**src/rtl/core/mwmh_pkg.sv**
```systemverilog
// Package for the multi-word mix hash: word slot names, the mix round
// schedule for each word count, shift amounts and the pipeline stage type.
// No dependencies.
package mwmh_pkg;

  localparam logic [31:0] SEED = 32'd1315423911;
  localparam logic [31:0] K1   = 32'd231232;
  localparam logic [31:0] K2   = 32'd1232;

  localparam int unsigned NUM_ROUNDS = 8;
  localparam int unsigned NUM_STEPS  = 9;
  localparam int unsigned NUM_CELLS  = NUM_ROUNDS * NUM_STEPS;

  // Opcode values: word count minus one.
  localparam logic [2:0] OP_ONE   = 3'd0;
  localparam logic [2:0] OP_TWO   = 3'd1;
  localparam logic [2:0] OP_THREE = 3'd2;
  localparam logic [2:0] OP_FOUR  = 3'd3;
  localparam logic [2:0] OP_FIVE  = 3'd4;

  // Working word slots carried down the pipeline.
  typedef enum logic [2:0] {W_A, W_B, W_C, W_D, W_E, W_X, W_Y, W_H} word_idx_t;

  // One mix round: enable, first and second operand slots (the hash is third).
  typedef struct packed {
    logic      en;
    word_idx_t p;
    word_idx_t q;
  } mix_sel_t;

  localparam mix_sel_t NOP = '{1'b0, W_A, W_A};

  localparam mix_sel_t SCHED_1 [NUM_ROUNDS] = '{
    '{1'b1, W_B, W_X}, '{1'b1, W_Y, W_A}, NOP, NOP, NOP, NOP, NOP, NOP};
  localparam mix_sel_t SCHED_2 [NUM_ROUNDS] = '{
    '{1'b1, W_A, W_B}, '{1'b1, W_X, W_A}, '{1'b1, W_B, W_Y},
    NOP, NOP, NOP, NOP, NOP};
  localparam mix_sel_t SCHED_3 [NUM_ROUNDS] = '{
    '{1'b1, W_A, W_B}, '{1'b1, W_C, W_X}, '{1'b1, W_Y, W_A},
    '{1'b1, W_B, W_X}, '{1'b1, W_Y, W_C}, NOP, NOP, NOP};
  localparam mix_sel_t SCHED_4 [NUM_ROUNDS] = '{
    '{1'b1, W_A, W_B}, '{1'b1, W_C, W_D}, '{1'b1, W_A, W_X},
    '{1'b1, W_Y, W_B}, '{1'b1, W_C, W_X}, '{1'b1, W_Y, W_D}, NOP, NOP};
  localparam mix_sel_t SCHED_5 [NUM_ROUNDS] = '{
    '{1'b1, W_A, W_B}, '{1'b1, W_C, W_D}, '{1'b1, W_E, W_X},
    '{1'b1, W_Y, W_A}, '{1'b1, W_B, W_X}, '{1'b1, W_Y, W_C},
    '{1'b1, W_D, W_X}, '{1'b1, W_Y, W_E}};

  // Shift amount of each step of a round; every third step, starting at
  // the second, shifts left.
  localparam int unsigned STEP_SHIFT [NUM_STEPS] = '{13, 8, 13, 12, 16, 5, 3, 10, 15};

  // Item as it travels down the chain of cells.
  typedef struct packed {
    logic             valid;
    logic [2:0]       opcode;
    logic             zero;
    logic [7:0][31:0] words;
  } stage_t;

  // Round selection for a given word count; an unknown opcode mixes nothing.
  function automatic mix_sel_t sched_sel(logic [2:0] opcode, int unsigned rnd);
    mix_sel_t s;
    s = NOP;
    case (opcode)
      OP_ONE:   s = SCHED_1[rnd];
      OP_TWO:   s = SCHED_2[rnd];
      OP_THREE: s = SCHED_3[rnd];
      OP_FOUR:  s = SCHED_4[rnd];
      OP_FIVE:  s = SCHED_5[rnd];
      default:  s = NOP;
    endcase
    return s;
  endfunction

  // Slot that plays a given role (0: first, 1: second, 2: hash) in a round.
  function automatic word_idx_t role_word(mix_sel_t s, int unsigned role);
    word_idx_t w;
    case (role)
      0:       w = s.p;
      1:       w = s.q;
      default: w = W_H;
    endcase
    return w;
  endfunction

endpackage

```
**src/rtl/core/mwmh_load.sv**
```systemverilog
// Entry stage: forms the seeded hash and the working word slots of an item.
// Depends on mwmh_pkg.
module mwmh_load import mwmh_pkg::*; (
  input  logic        clk,
  input  logic        rst,
  input  logic        en,
  input  logic        take,
  input  logic [2:0]  opcode,
  input  logic [7:0]  hash_type,
  input  logic [31:0] word_a,
  input  logic [31:0] word_b,
  input  logic [31:0] word_c,
  input  logic [31:0] word_d,
  input  logic [31:0] word_e,
  output stage_t      q
);

  stage_t q_next;
  logic [31:0] sb, sc, sd, se;

  // Words past the selected count do not enter the seed.
  always_comb begin
    sb = (opcode >= OP_TWO   && opcode <= OP_FIVE) ? word_b : '0;
    sc = (opcode >= OP_THREE && opcode <= OP_FIVE) ? word_c : '0;
    sd = (opcode >= OP_FOUR  && opcode <= OP_FIVE) ? word_d : '0;
    se = (opcode == OP_FIVE) ? word_e : '0;
  end

  // A single word is mixed twice, so its copy takes the second slot.
  always_comb begin
    q_next.valid     = take;
    q_next.opcode    = opcode;
    q_next.zero      = (hash_type != 8'd0) || (opcode > OP_FIVE);
    q_next.words[W_A] = word_a;
    q_next.words[W_B] = (opcode == OP_ONE) ? word_a : word_b;
    q_next.words[W_C] = word_c;
    q_next.words[W_D] = word_d;
    q_next.words[W_E] = word_e;
    q_next.words[W_X] = K1;
    q_next.words[W_Y] = K2;
    q_next.words[W_H] = SEED ^ word_a ^ sb ^ sc ^ sd ^ se;
  end

  always_ff @(posedge clk) begin
    if (rst) begin
      q.valid <= 1'b0;
    end else if (en) begin
      q <= q_next;
    end
  end

endmodule

```
**config.mk**
```make
export PLATFORM = sky130hd
export DESIGN_NAME = mwmh_load
export DESIGN_NICKNAME = d
export VERILOG_FILES = /design/src/rtl/core/mwmh_pkg.sv /design/src/rtl/core/mwmh_load.sv
export SDC_FILE = /design/constraint.sdc
export NUM_CORES = 1
export LEC_CHECK = 0
export BUFFER_PORTS_ARGS = -buffer_cell sky130_fd_sc_hd__buf_4
export CAP_MARGIN = 30
export CORE_AREA = 2 2 171 173
export CTS_CLUSTER_DIAMETER = 30
export DETAILED_ROUTE_END_ITERATION = 12
export DIE_AREA = 0 0 173 175
export PLACE_DENSITY = 0.56
export RECOVER_POWER = 25
export SKIP_CTS_REPAIR_TIMING = 1
export SLEW_MARGIN = 20
export SYNTH_ARGS = -nofsm -noshare
export SYNTH_HDL_FRONTEND = slang
export SYNTH_SLANG_ARGS = --single-unit
```
**constraint.sdc**
```tcl
create_clock -name clk -period 15.7 [get_ports clk]
set_input_delay 0.785 -clock clk [delete_from_list [all_inputs] [get_ports clk]]
set_output_delay 0.785 -clock clk [all_outputs]
set_load 0.02 [all_outputs]
```
# --- Word level (Yosys, flattened, before mapping) ---
# Index checks and enable logic that the tools add are counted.
totals:
  output_inout_bits: 261
  mem_bits_ro: 0
  latch_bits: 0
  mem_count: 0
  word_cells: 33
  register_bits: 197
  mem_bits_rw: 0
  in_bits: 175
classes:
  order_cmp: 5
  muxes: 5
  add_sub_neg: 0
  n_bitwise: 6
  eq_ne: 1
  reduce_logical: 7
  div_mod_pow: 0
  n_mul: 0
  shifts: 0
op_table:
  columns: ["op", "n"]
  rows:
  - ["32-bit two-way mux", 5]
  - ["32-bit bitwise XOR", 4]
  - ["18-bit inverter", 1]
  - ["8-bit nonzero test", 1]
  - ["3-bit by 2-bit >= comparator with 1-bit output, second input constant", 2]
  - ["3-bit equality test, second input constant", 1]
  - ["3-bit by 1-bit >= comparator with 1-bit output, second input constant", 1]
  - ["3-bit greater-than comparator, second input constant", 1]
  - ["3-bit less-or-equal comparator, second input constant", 1]
  - ["1-bit logical AND", 3]
  - ["3-bit zero test", 1]
  - ["2-bit AND reduction", 1]
  - ["1-bit logical OR", 1]
  - ["1-bit inverter", 1]

# --- Longest topological paths before layout ---
# Gate-level depths: netlist (run 1).
depth:
  depth_word: 7
  ltp_mapped: 7
  depth_no_buf: 5

# --- Least setup slack after synthesis (run 1) ---
# OpenSTA, ideal clock, no wires.
synth_timing:
  path_kind: "input -> register"
  start: "input port rst"
  end: "register q[0] (netlist bit) (enable)"
  path_buffers: 0
  stages: 1
  required_time_ns: 14.918
  setup_ns: 0.782
  arrival_time_ns: 9.461
  setup_slack_ns: 5.457
  path_cell_list: "nor2b_1"
synth_via:
  elab_chain_len: 2
synth_lines:
  columns: ["item", "line_no", "text"]
  rows:
  - ["from (decl)", "mwmh_load.sv:5", "input logic rst,"]
  - ["1-bit inverter (no line)", null, null]
  - ["2-bit AND reduction (no line)", null, null]
  - ["to (signal assigned)", "mwmh_load.sv:48", "q <= q_next;"]
  - ["to (decl)", "mwmh_load.sv:15", "output stage_t q"]
# Every way passes these cells.
# A chain may end at the register's enable or synchronous reset.

==> run_summary.xml, run 1 <==
<?xml version="1.0" encoding="UTF-8"?>
<metrics>
  <group name="run_status">
    <metric name="status" unit="">complete, but fails checks</metric>
    <metric name="violations" unit="">capacitance limit, slew limit</metric>
  </group>
  <group name="floorplan">
    <metric name="core_area" unit="sq um">28400</metric>
    <metric name="die_width" unit="microns">173</metric>
    <metric name="count_of_boundary_i_o_pins" unit="">436</metric>
    <metric name="fp.dieArea" unit="sq um">30300</metric>
    <metric name="initial_core_util" unit="">0.307</metric>
    <metric name="die_height" unit="microns">175</metric>
    <metric name="number_of_core_rows" unit="">62</metric>
  </group>
  <group name="pwr">
    <metric name="sw_power" unit="uW">357</metric>
    <metric name="vdd_ir_drop_max" unit="mV">0.0536</metric>
    <metric name="power.density_cell_area" unit="nW/um^2">113</metric>
    <metric name="power_leakage" unit="uW">0.00439</metric>
    <metric name="p_comb_frac" unit="">0.183</metric>
    <metric name="share_seq_of_total_power" unit="">0.478</metric>
    <metric name="power" unit="uW">1330</metric>
    <metric name="internal_power" unit="uW">976</metric>
    <metric name="netSwitchingFraction" unit="">0.268</metric>
    <metric name="clock_network_fraction_of_total_power" unit="">0.339</metric>
  </group>
  <group name="setup_path">
    <metric name="crit_slowest_cell" unit="">sky130_fd_sc_hd__clkbuf_1</metric>
    <metric name="worst-setup-path-type" unit="">in -&gt; reg</metric>
    <metric name="cp.buffers_inverters" unit="">1</metric>
    <metric name="critical_path.max_fanout" unit="">69</metric>
    <metric name="cp_required" unit="ns">15.88</metric>
    <metric name="arrival_time_at_the_worst_endpoint" unit="ns">5.11</metric>
    <metric name="critical-path-top-delay-family" unit="">buffers and inverters</metric>
    <metric name="worstPathCellList" unit="">clkbuf_1 -&gt; nand2_2 -&gt; o22ai_1 -&gt; xnor2_1</metric>
    <metric name="crit_path_capture_type" unit="">flop</metric>
    <metric name="timing.critical_path.slowest_cell_delay" unit="ns">2.23</metric>
    <metric name="worst_setup_path_start_kind" unit="">input pin</metric>
  </group>
  <group name="sta">
    <metric name="fmaxAchievable" unit="MHz">203</metric>
    <metric name="finalSetupViolCount" unit="">0</metric>
    <metric name="max_slew_headroom" unit="">-1.15</metric>
    <metric name="timing.final.hold_violations" unit="">0</metric>
    <metric name="grt_setup_unrepaired" unit="">false</metric>
    <metric name="finalWorstSetupSlack" unit="ns">10.77</metric>
    <metric name="finalClockSkew" unit="ns">0</metric>
    <metric name="worst-slew-pin-transition" unit="ns">3.22</metric>
    <metric name="period_share" unit="">0.314</metric>
    <metric name="finalMaxSlewViolations" unit="">107</metric>
    <metric name="finalSetupTns" unit="ns">0</metric>
    <metric name="period_minus_slack" unit="ns">4.93</metric>
  </group>
  <group name="global_routing">
    <metric name="globalRouteMet1Util" unit="">0.191</metric>
    <metric name="grt_pass1_vias" unit="">5793</metric>
    <metric name="groute.layer.met3.usage" unit="">0.0444</metric>
    <metric name="pin_count_of_the_biggest_net_entering_global_routing" unit="">197</metric>
    <metric name="grt_pass1_wl" unit="mm">37.0</metric>
    <metric name="global_route.usage.met2" unit="">0.295</metric>
    <metric name="grt_antenna_before_repair" unit="">1</metric>
    <metric name="total_grt_usage" unit="">0.164</metric>
    <metric name="overflow_left_after_global_routing" unit="">0</metric>
    <metric name="grt.busiest_layer" unit="">met2</metric>
  </group>
  <group name="cts">
    <metric name="path_clk_slew" unit="ns">0.08</metric>
    <metric name="tritoncts" unit="">built</metric>
    <metric name="cts.sink_count" unit="">197</metric>
    <metric name="clockRootBuffer" unit="">sky130_fd_sc_hd__clkbuf_16</metric>
    <metric name="tritoncts.num_buffers" unit="">17</metric>
    <metric name="ctsHtreeMaxLevel" unit="">4</metric>
    <metric name="clk_latency" unit="ns">0.43</metric>
    <metric name="max-clock-path-buffers" unit="">2</metric>
  </group>
  <group name="final_layout">
    <metric name="nNetsFinal" unit="">1129</metric>
    <metric name="drive_above_1_share" unit="">0.311</metric>
    <metric name="post_layout_nonfiller_instances" unit="">1352</metric>
    <metric name="postLayoutCoreUtil" unit="">0.416</metric>
    <metric name="layout.cells.most_common" unit="">sky130_fd_sc_hd__buf_4</metric>
    <metric name="layout_common_cells" unit="">sky130_fd_sc_hd__buf_4, sky130_fd_sc_hd__edfxtp_1, sky130_fd_sc_hd__clkbuf_1, sky130_fd_sc_hd__xnor2_1, sky130_fd_sc_hd__conb_1</metric>
    <metric name="registers.top_by_ff_count" unit="">q</metric>
    <metric name="areaGrowthSynthToFinish" unit="%">35.4</metric>
    <metric name="nFillCells" unit="">2782</metric>
    <metric name="regs_by_ff_count" unit="">q x197</metric>
    <metric name="max_reg_flops" unit="">197</metric>
  </group>
  <group name="route">
    <metric name="vias" unit="">5795</metric>
    <metric name="drt_via_density" unit="">4.29</metric>
    <metric name="first_iter_violations" unit="">292</metric>
    <metric name="router_iterations_before_antenna_repair" unit="">4</metric>
    <metric name="routed_wire_length_per_instance" unit="microns">18.7</metric>
    <metric name="route.detailed.drc" unit="">0</metric>
    <metric name="drtAntennaViolNets" unit="">0</metric>
    <metric name="drt-total-wl" unit="mm">25.3</metric>
  </group>
  <group name="placed_design">
    <metric name="gpl.final_weighted_congestion" unit="">0.777</metric>
    <metric name="io_port_bufs" unit="">371</metric>
    <metric name="detailedPlacementHpwl" unit="mm">18.0</metric>
    <metric name="placement.setup.worst_slack" unit="ns">12.55</metric>
    <metric name="post-place-cells" unit="">1319</metric>
  </group>
  <group name="min_path">
    <metric name="min-delay-path-class" unit="">reg -&gt; reg</metric>
  </group>
  <group name="yosys">
    <metric name="synth_area" unit="sq um">8720</metric>
    <metric name="synth_seq_cells" unit="">197</metric>
    <metric name="avgSynthCellArea" unit="sq um">14.9</metric>
    <metric name="synthCells" unit="">585</metric>
    <metric name="yosysSeqAreaShare" unit="">0.677</metric>
    <metric name="ys_warn_count" unit="">0</metric>
    <metric name="netlist-cell-type-count" unit="">22</metric>
  </group>
  <group name="flow_run">
    <metric name="max-cap-violations" unit="">2</metric>
  </group>
</metrics>
-- cells in the mapped netlist --
cell                       count  area share
sky130_fd_sc_hd__mux2_1        6      0.0077
sky130_fd_sc_hd__clkbuf_1     15      0.0065
sky130_fd_sc_hd__edfxtp_1    196        0.67
sky130_fd_sc_hd__nor2_1       33       0.014
sky130_fd_sc_hd__nor2b_1       1     0.00072
sky130_fd_sc_hd__xnor2_1      78       0.078
sky130_fd_sc_hd__buf_4        64       0.055
sky130_fd_sc_hd__nand2b_1     32       0.023
sky130_fd_sc_hd__nor3_2        1      0.0011
sky130_fd_sc_hd__nand3_1       1     0.00057
sky130_fd_sc_hd__mux2_2       26       0.034
sky130_fd_sc_hd__o21ai_1       5      0.0029
sky130_fd_sc_hd__nand2_1       1     0.00043
sky130_fd_sc_hd__o21ai_0      28       0.016
sky130_fd_sc_hd__o22ai_1      32       0.023
sky130_fd_sc_hd__nor2_2        1     0.00072
sky130_fd_sc_hd__dfxtp_1       1      0.0023
sky130_fd_sc_hd__mux2i_1       2      0.0023
sky130_fd_sc_hd__conb_1        2     0.00086
sky130_fd_sc_hd__buf_2         8      0.0046
sky130_fd_sc_hd__xor2_1       50       0.050
sky130_fd_sc_hd__nor4_1        2      0.0014
-- cells by family after synthesis --
logic type             count (synthesis)  synth area share
XOR/XNOR                             128             0.128
AND/OR/NAND/NOR                       72            0.0422
other                                  2          0.000861
multiplexers                          34            0.0436
flip-flops                           197             0.677
buffers and inverters                 87            0.0661
AO/OA/AOI/OAI                         65            0.0419
-- power groups by stage --
| stage | Sequential, uW | Combinational (uW) | Clock [uW] |
|---|---|---|---|
| floorplan | 705 | 95.9 | 0 |
| global placement | 648 | 260 | 0 |
| detailed placement | 649 | 261 | 0 |
| CTS | 638 | 261 | 463 |
| global route | 641 | 260 | 479 |
| finish | 637 | 244 | 452 |
-- worst register-to-register path: stages, from the launching register on --
cell and delay, ns:
sky130_fd_sc_hd__dfxtp_1 0.31, sky130_fd_sc_hd__mux2i_1 0.12, sky130_fd_sc_hd__nor2_1 0.05
-- through the flow --
stage / cell area, sq um / hold slack [ns]
after floorplan: 8960 / 0.579
after global placement: 11700 / 0.482
after detailed placement: 11700 / 0.494
after CTS: 12300 / 0.505
after global routing: 11800 / 0.508
final: 11800 / 0.509
-- layer usage --
metal	vias up	share of wire
li1	2702	-
met1	2795	0.39
met2	277	0.53
met3	21	0.069
met4	0	0.014
met5	-	0
-- worst paths after layout --
kind | startpoint | endpoint | slack [ns] | cells after the start
setup / recovery | opcode[2] | q[241] | 10.77 | 4
hold / removal | q[260] | q[260] | 0.51 | 2
setup reg to reg | q[260] | q[260] | 15.12 | 2
hold reg to reg | q[260] | q[260] | 0.51 | 2
-- layout make-up --
| type | instances | area [sq um] | share of cell area |
|---|---|---|---|
| Antenna cell | 1 | 2.50 | 0.000212 |
| Clock buffer | 21 | 440 | 0.0373 |
| Clock inverter | 11 | 151 | 0.0128 |
| Multi-Input combinational cell | 363 | 2500 | 0.211 |
| Sequential cell | 197 | 5910 | 0.500 |
| Tap cell | 384 | 480 | 0.0407 |
| Timing Repair Buffer | 375 | 2330 | 0.197 |
Power figures use the tool's default switching activity.
==> inputs of run 2 (changes only) <==
PLACE_DENSITY = 0.58   (was 0.56)
clock period = 4.5 ns   (was 15.7 ns; I/O delays follow)
==> run_summary.xml, run 2 (synthesis gave the netlist of run 1 again) <==
<?xml version="1.0" encoding="UTF-8"?>
<metrics>
  <group name="global_routing">
    <metric name="overflow_left_after_global_routing" unit="">0</metric>
    <metric name="grt_antenna_before_repair" unit="">1</metric>
    <metric name="grt_pass1_vias" unit="">5753</metric>
    <metric name="total_grt_usage" unit="">0.163</metric>
    <metric name="pin_count_of_the_biggest_net_entering_global_routing" unit="">98</metric>
    <metric name="grt_pass1_wl" unit="mm">36.5</metric>
  </group>
  <group name="cts">
    <metric name="clk_latency" unit="ns">0.45</metric>
    <metric name="max-clock-path-buffers" unit="">2</metric>
    <metric name="cts.sink_count" unit="">197</metric>
    <metric name="path_clk_slew" unit="ns">0.08</metric>
    <metric name="tritoncts.num_buffers" unit="">17</metric>
    <metric name="tritoncts" unit="">built</metric>
    <metric name="ctsHtreeMaxLevel" unit="">4</metric>
    <metric name="clockRootBuffer" unit="">sky130_fd_sc_hd__clkbuf_16</metric>
  </group>
  <group name="pwr">
    <metric name="power_leakage" unit="uW">0.00502</metric>
    <metric name="clock_network_fraction_of_total_power" unit="">0.350</metric>
    <metric name="internal_power" unit="uW">3590</metric>
    <metric name="share_seq_of_total_power" unit="">0.456</metric>
    <metric name="p_comb_frac" unit="">0.194</metric>
    <metric name="sw_power" unit="uW">1290</metric>
    <metric name="vdd_ir_drop_max" unit="mV">0.198</metric>
    <metric name="power.density_cell_area" unit="nW/um^2">368</metric>
    <metric name="netSwitchingFraction" unit="">0.265</metric>
  </group>
  <group name="sta">
    <metric name="finalMaxSlewViolations" unit="">39</metric>
    <metric name="fmaxAchievable" unit="MHz">360</metric>
    <metric name="grt_setup_unrepaired" unit="">false</metric>
    <metric name="hold-worst-slack" unit="ns">0.0181</metric>
    <metric name="period_share" unit="">0.617</metric>
    <metric name="max_slew_headroom" unit="">-0.186</metric>
    <metric name="period_minus_slack" unit="ns">2.78</metric>
    <metric name="finalSetupTns" unit="ns">0</metric>
    <metric name="finalWorstSetupSlack" unit="ns">1.72</metric>
    <metric name="worst-slew-pin-transition" unit="ns">1.78</metric>
    <metric name="timing.final.hold_violations" unit="">0</metric>
    <metric name="finalSetupViolCount" unit="">0</metric>
    <metric name="finalClockSkew" unit="ns">0</metric>
  </group>
  <group name="final_layout">
    <metric name="seq_area" unit="sq um">5910</metric>
    <metric name="post_layout_nonfiller_instances" unit="">1485</metric>
    <metric name="max_reg_flops" unit="">197</metric>
    <metric name="multi_input_comb_area" unit="sq um">2510</metric>
    <metric name="postLayoutCoreUtil" unit="">0.467</metric>
    <metric name="nFillCells" unit="">2642</metric>
    <metric name="layout_common_cells" unit="">sky130_fd_sc_hd__buf_4, sky130_fd_sc_hd__edfxtp_1, sky130_fd_sc_hd__dlygate4sd3_1, sky130_fd_sc_hd__clkbuf_1, sky130_fd_sc_hd__xnor2_1</metric>
    <metric name="registers.top_by_ff_count" unit="">q</metric>
    <metric name="regs_by_ff_count" unit="">q x197</metric>
    <metric name="areaGrowthSynthToFinish" unit="%">51.9</metric>
    <metric name="layout.cells.most_common" unit="">sky130_fd_sc_hd__buf_4</metric>
    <metric name="nNetsFinal" unit="">1262</metric>
    <metric name="drive_above_1_share" unit="">0.293</metric>
  </group>
  <group name="floorplan">
    <metric name="fp.dieArea" unit="sq um">30300</metric>
    <metric name="initial_core_util" unit="">0.307</metric>
    <metric name="die_height" unit="microns">175</metric>
    <metric name="count_of_boundary_i_o_pins" unit="">436</metric>
    <metric name="die_width" unit="microns">173</metric>
    <metric name="number_of_core_rows" unit="">62</metric>
    <metric name="core_area" unit="sq um">28400</metric>
  </group>
  <group name="setup_path">
    <metric name="arrival_time_at_the_worst_endpoint" unit="ns">2.98</metric>
    <metric name="cp_required" unit="ns">4.70</metric>
    <metric name="worst_setup_path_start_kind" unit="">input pin</metric>
    <metric name="worst-setup-path-type" unit="">in -&gt; reg</metric>
    <metric name="crit_path_capture_type" unit="">flop</metric>
    <metric name="critical_path.max_fanout" unit="">38</metric>
  </group>
  <group name="route">
    <metric name="drtAntennaViolNets" unit="">0</metric>
    <metric name="drt_via_density" unit="">4.24</metric>
    <metric name="router_iterations_before_antenna_repair" unit="">5</metric>
    <metric name="route.detailed.drc" unit="">0</metric>
    <metric name="first_iter_violations" unit="">327</metric>
    <metric name="drt-total-wl" unit="mm">27.0</metric>
    <metric name="vias" unit="">6297</metric>
    <metric name="routed_wire_length_per_instance" unit="microns">18.2</metric>
  </group>
  <group name="placed_design">
    <metric name="gpl.final_weighted_congestion" unit="">0.776</metric>
    <metric name="detailedPlacementHpwl" unit="mm">19.0</metric>
    <metric name="placement.setup.worst_slack" unit="ns">1.83</metric>
    <metric name="io_port_bufs" unit="">371</metric>
    <metric name="post-place-cells" unit="">1323</metric>
  </group>
  <group name="run_status">
    <metric name="status" unit="">complete, but fails checks</metric>
    <metric name="violations" unit="">capacitance limit, slew limit</metric>
  </group>
  <group name="min_path">
    <metric name="min-delay-path-class" unit="">in -&gt; reg</metric>
  </group>
  <group name="flow_run">
    <metric name="max-cap-violations" unit="">1</metric>
  </group>
</metrics>
-- run 2: cell count changes in the layout (fill, tap and decap cells not counted), sizes merged --
cell / before / now
inv: 2 / 4
clkbuf: 163 / 164
bufinv: 3 / 4
buf: 233 / 235
clkinv: 3 / 0
dlygate4sd3: 0 / 129
clkinvlp: 3 / 4
-- run 2: metrics by stage --
stage / power, uW / area (sq um)
finish: 4880 / 13300
detailed placement: 3180 / 11800
global route: 5050 / 13300
global placement: 3170 / 11800
floorplan: 2780 / 8960
CTS: 4890 / 12400
-- run 2: critical path, stage by stage --
cell,delay (ns)
sky130_fd_sc_hd__buf_4,0.33
sky130_fd_sc_hd__clkbuf_1,1.32
sky130_fd_sc_hd__o21ai_0,0.35
sky130_fd_sc_hd__xor2_1,0.25
sky130_fd_sc_hd__nor2_1,0.16
sky130_fd_sc_hd__xor2_1,0.20
sky130_fd_sc_hd__xnor2_1,0.09
-- run 2: final timing paths --
| path | from | to | slack [ns] | depth (start not counted) |
|---|---|---|---|---|
| min reg2reg | q[260] | q[260] | 0.50 | 2 |
| max reg2reg | q[260] | q[260] | 3.92 | 2 |
| max | opcode[2] | q[234] | 1.72 | 7 |
| min | take | q[260] | 0.02 | 3 |
-- run 2: metal layers --
metal  global-route usage  share of wire  vias to the layer above
met2                0.298           0.54                      281
met3               0.0450          0.068                       30
met1                0.185           0.37                     3027
met4               0.0501          0.017                        0
li1                     -              -                     2959
met5                    0              0                        -
-- run 2: area by class of cell --
class | instances | area share
clock buffer | 20 | 0.0352
clock inverter | 12 | 0.0144
sequential | 197 | 0.446
timing repair buffer | 508 | 0.279
tap | 384 | 0.0363
multi-input combinational | 363 | 0.189
antenna | 1 | 0.000189
-- run 2: power groups by stage --
stage	clock network, uW	logic (uW)	registers, uW
floorplan	0	335	2440
global placement	0	908	2260
detailed placement	0	913	2260
CTS	1750	915	2220
global route	1800	1010	2240
finish	1710	948	2220
==> inputs of run 3 (changes only) <==
clock period = 2.4 ns   (was 4.5 ns; I/O delays follow)
==> run_summary.xml, run 3 (synthesis gave the netlist of run 1 again) <==
<?xml version="1.0" encoding="UTF-8"?>
<metrics>
  <group name="sta">
    <metric name="finalClockSkew" unit="ns">0</metric>
    <metric name="timing.final.hold_violations" unit="">0</metric>
    <metric name="finalSetupTns" unit="ns">0</metric>
    <metric name="period_share" unit="">0.843</metric>
    <metric name="finalSetupViolCount" unit="">0</metric>
    <metric name="period_minus_slack" unit="ns">2.02</metric>
    <metric name="grt_setup_unrepaired" unit="">false</metric>
    <metric name="max_slew_headroom" unit="">0.650</metric>
    <metric name="finalWorstSetupSlack" unit="ns">0.376</metric>
    <metric name="fmaxAchievable" unit="MHz">494</metric>
    <metric name="finalMaxSlewViolations" unit="">0</metric>
    <metric name="worst-slew-pin-transition" unit="ns">0.524</metric>
  </group>
  <group name="route">
    <metric name="routed_wire_length_per_instance" unit="microns">18.2</metric>
    <metric name="route.detailed.drc" unit="">0</metric>
    <metric name="drt-total-wl" unit="mm">27.5</metric>
    <metric name="vias" unit="">6439</metric>
    <metric name="drt_via_density" unit="">4.26</metric>
    <metric name="drtAntennaViolNets" unit="">0</metric>
    <metric name="router_iterations_before_antenna_repair" unit="">4</metric>
    <metric name="first_iter_violations" unit="">255</metric>
  </group>
  <group name="final_layout">
    <metric name="nNetsFinal" unit="">1289</metric>
    <metric name="max_reg_flops" unit="">197</metric>
    <metric name="layout_common_cells" unit="">sky130_fd_sc_hd__buf_4, sky130_fd_sc_hd__edfxtp_1, sky130_fd_sc_hd__dlygate4sd3_1, sky130_fd_sc_hd__clkbuf_1, sky130_fd_sc_hd__xnor2_1</metric>
    <metric name="antenna_cells_inserted" unit="">0</metric>
    <metric name="areaGrowthSynthToFinish" unit="%">54.5</metric>
    <metric name="layout.cells.most_common" unit="">sky130_fd_sc_hd__buf_4</metric>
    <metric name="registers.top_by_ff_count" unit="">q</metric>
    <metric name="drive_above_1_share" unit="">0.283</metric>
    <metric name="regs_by_ff_count" unit="">q x197</metric>
  </group>
  <group name="global_routing">
    <metric name="grt_pass1_wl" unit="mm">37.8</metric>
    <metric name="grt_antenna_before_repair" unit="">0</metric>
    <metric name="grt_pass1_vias" unit="">6025</metric>
    <metric name="pin_count_of_the_biggest_net_entering_global_routing" unit="">60</metric>
    <metric name="global_route.usage.met2" unit="">0.306</metric>
    <metric name="grt.busiest_layer" unit="">met2</metric>
    <metric name="total_grt_usage" unit="">0.169</metric>
    <metric name="globalRouteMet1Util" unit="">0.191</metric>
    <metric name="groute.layer.met3.usage" unit="">0.0472</metric>
    <metric name="overflow_left_after_global_routing" unit="">0</metric>
  </group>
  <group name="pwr">
    <metric name="internal_power" unit="uW">6580</metric>
    <metric name="clock_network_fraction_of_total_power" unit="">0.331</metric>
    <metric name="netSwitchingFraction" unit="">0.266</metric>
    <metric name="power.density_cell_area" unit="nW/um^2">665</metric>
    <metric name="sw_power" unit="uW">2380</metric>
    <metric name="power" unit="uW">8960</metric>
    <metric name="p_comb_frac" unit="">0.203</metric>
    <metric name="power_leakage" unit="uW">0.00512</metric>
    <metric name="share_seq_of_total_power" unit="">0.466</metric>
    <metric name="vdd_ir_drop_max" unit="mV">0.335</metric>
  </group>
  <group name="min_path">
    <metric name="hold_depth" unit="">2</metric>
    <metric name="min-delay-path-class" unit="">in -&gt; reg</metric>
  </group>
  <group name="setup_path">
    <metric name="critical_path.max_fanout" unit="">1</metric>
    <metric name="reg2reg_depth" unit="">3</metric>
    <metric name="cp_required" unit="ns">2.59</metric>
    <metric name="worst-setup-path-type" unit="">in -&gt; reg</metric>
    <metric name="worst_setup_path_start_kind" unit="">input pin</metric>
    <metric name="arrival_time_at_the_worst_endpoint" unit="ns">2.21</metric>
    <metric name="crit_path_capture_type" unit="">flop</metric>
  </group>
  <group name="placed_design">
    <metric name="io_port_bufs" unit="">371</metric>
    <metric name="gpl.final_weighted_congestion" unit="">0.788</metric>
    <metric name="placement.setup.worst_slack" unit="ns">0.509</metric>
    <metric name="detailedPlacementHpwl" unit="mm">19.0</metric>
  </group>
  <group name="floorplan">
    <metric name="die_height" unit="microns">175</metric>
    <metric name="fp.dieArea" unit="sq um">30300</metric>
    <metric name="number_of_core_rows" unit="">62</metric>
    <metric name="core_area" unit="sq um">28400</metric>
    <metric name="count_of_boundary_i_o_pins" unit="">436</metric>
    <metric name="die_width" unit="microns">173</metric>
    <metric name="initial_core_util" unit="">0.307</metric>
  </group>
  <group name="flow_run">
    <metric name="max-cap-violations" unit="">0</metric>
  </group>
  <group name="cts">
    <metric name="cts.sink_count" unit="">197</metric>
    <metric name="max-clock-path-buffers" unit="">2</metric>
    <metric name="ctsHtreeMaxLevel" unit="">4</metric>
    <metric name="clk_latency" unit="ns">0.44</metric>
    <metric name="path_clk_slew" unit="ns">0.07</metric>
    <metric name="tritoncts" unit="">built</metric>
    <metric name="tritoncts.num_buffers" unit="">17</metric>
    <metric name="clockRootBuffer" unit="">sky130_fd_sc_hd__clkbuf_16</metric>
  </group>
  <group name="run_status">
    <metric name="status" unit="">finished clean</metric>
  </group>
</metrics>
-- run 3: changes by cell type in the layout (fill, tap and decap cells not counted), moves of 2 or more --
cell                            change
sky130_fd_sc_hd__clkinv_4           +2
sky130_fd_sc_hd__clkinv_2           +2
sky130_fd_sc_hd__clkinvlp_4         -2
sky130_fd_sc_hd__buf_12             +4
sky130_fd_sc_hd__inv_8              -2
sky130_fd_sc_hd__clkbuf_1           +9
sky130_fd_sc_hd__clkbuf_8           -2
sky130_fd_sc_hd__dlygate4sd3_1     +22
sky130_fd_sc_hd__clkbuf_4           -5
-- run 3: path summary, 6_finish.rpt --
path                     start     end  slack, ns
setup / recovery  hash_type[5]  q[256]       0.38
hold / removal       word_b[1]   q[33]       0.02
setup reg to reg        q[260]  q[260]       1.28
hold reg to reg         q[260]  q[260]       1.04
-- run 3: layout make-up --
class	count	area [sq um]
clock buffer	21	450
clock inverter	11	150
fill	2655	14900
multi-input combinational	363	2510
sequential	197	5910
tap	384	480
timing repair buffer	535	3990
-- run 3: layer usage --
layer	up-vias	part of all wire
li1	3026	-
met1	3092	0.38
met2	288	0.54
met3	33	0.061
met4	0	0.020
met5	-	0
-- run 3: power by group through the flow --
stage | logic [uW] | clock network (uW) | registers, uW
finish | 1820 | 2970 | 4170
global route | 1940 | 3170 | 4200
CTS | 1730 | 3060 | 4170
detailed placement | 1730 | 0 | 4250
global placement | 1720 | 0 | 4240
floorplan | 628 | 0 | 4580
-- run 3: worst max-delay path: stages --
cell,delay (ns)
sky130_fd_sc_hd__dlygate4sd3_1,0.54
sky130_fd_sc_hd__buf_4,0.13
sky130_fd_sc_hd__nor4_1,0.18
sky130_fd_sc_hd__dlygate4sd3_1,0.59
sky130_fd_sc_hd__nand3_1,0.07
sky130_fd_sc_hd__dlygate4sd3_1,0.58
-- run 3: metrics by stage --
stage               instance area, sq um  instances  hold slack (ns)  utilization
floorplan                           8960        647            0.192            -
global placement                   11800       1328            0.306        0.417
detailed placement                 11800       1328            0.307        0.417
CTS                                12400       1360           -0.173        0.438
global route                       13500       1511         0.000627        0.475
finish                             13500       1511           0.0165        0.475
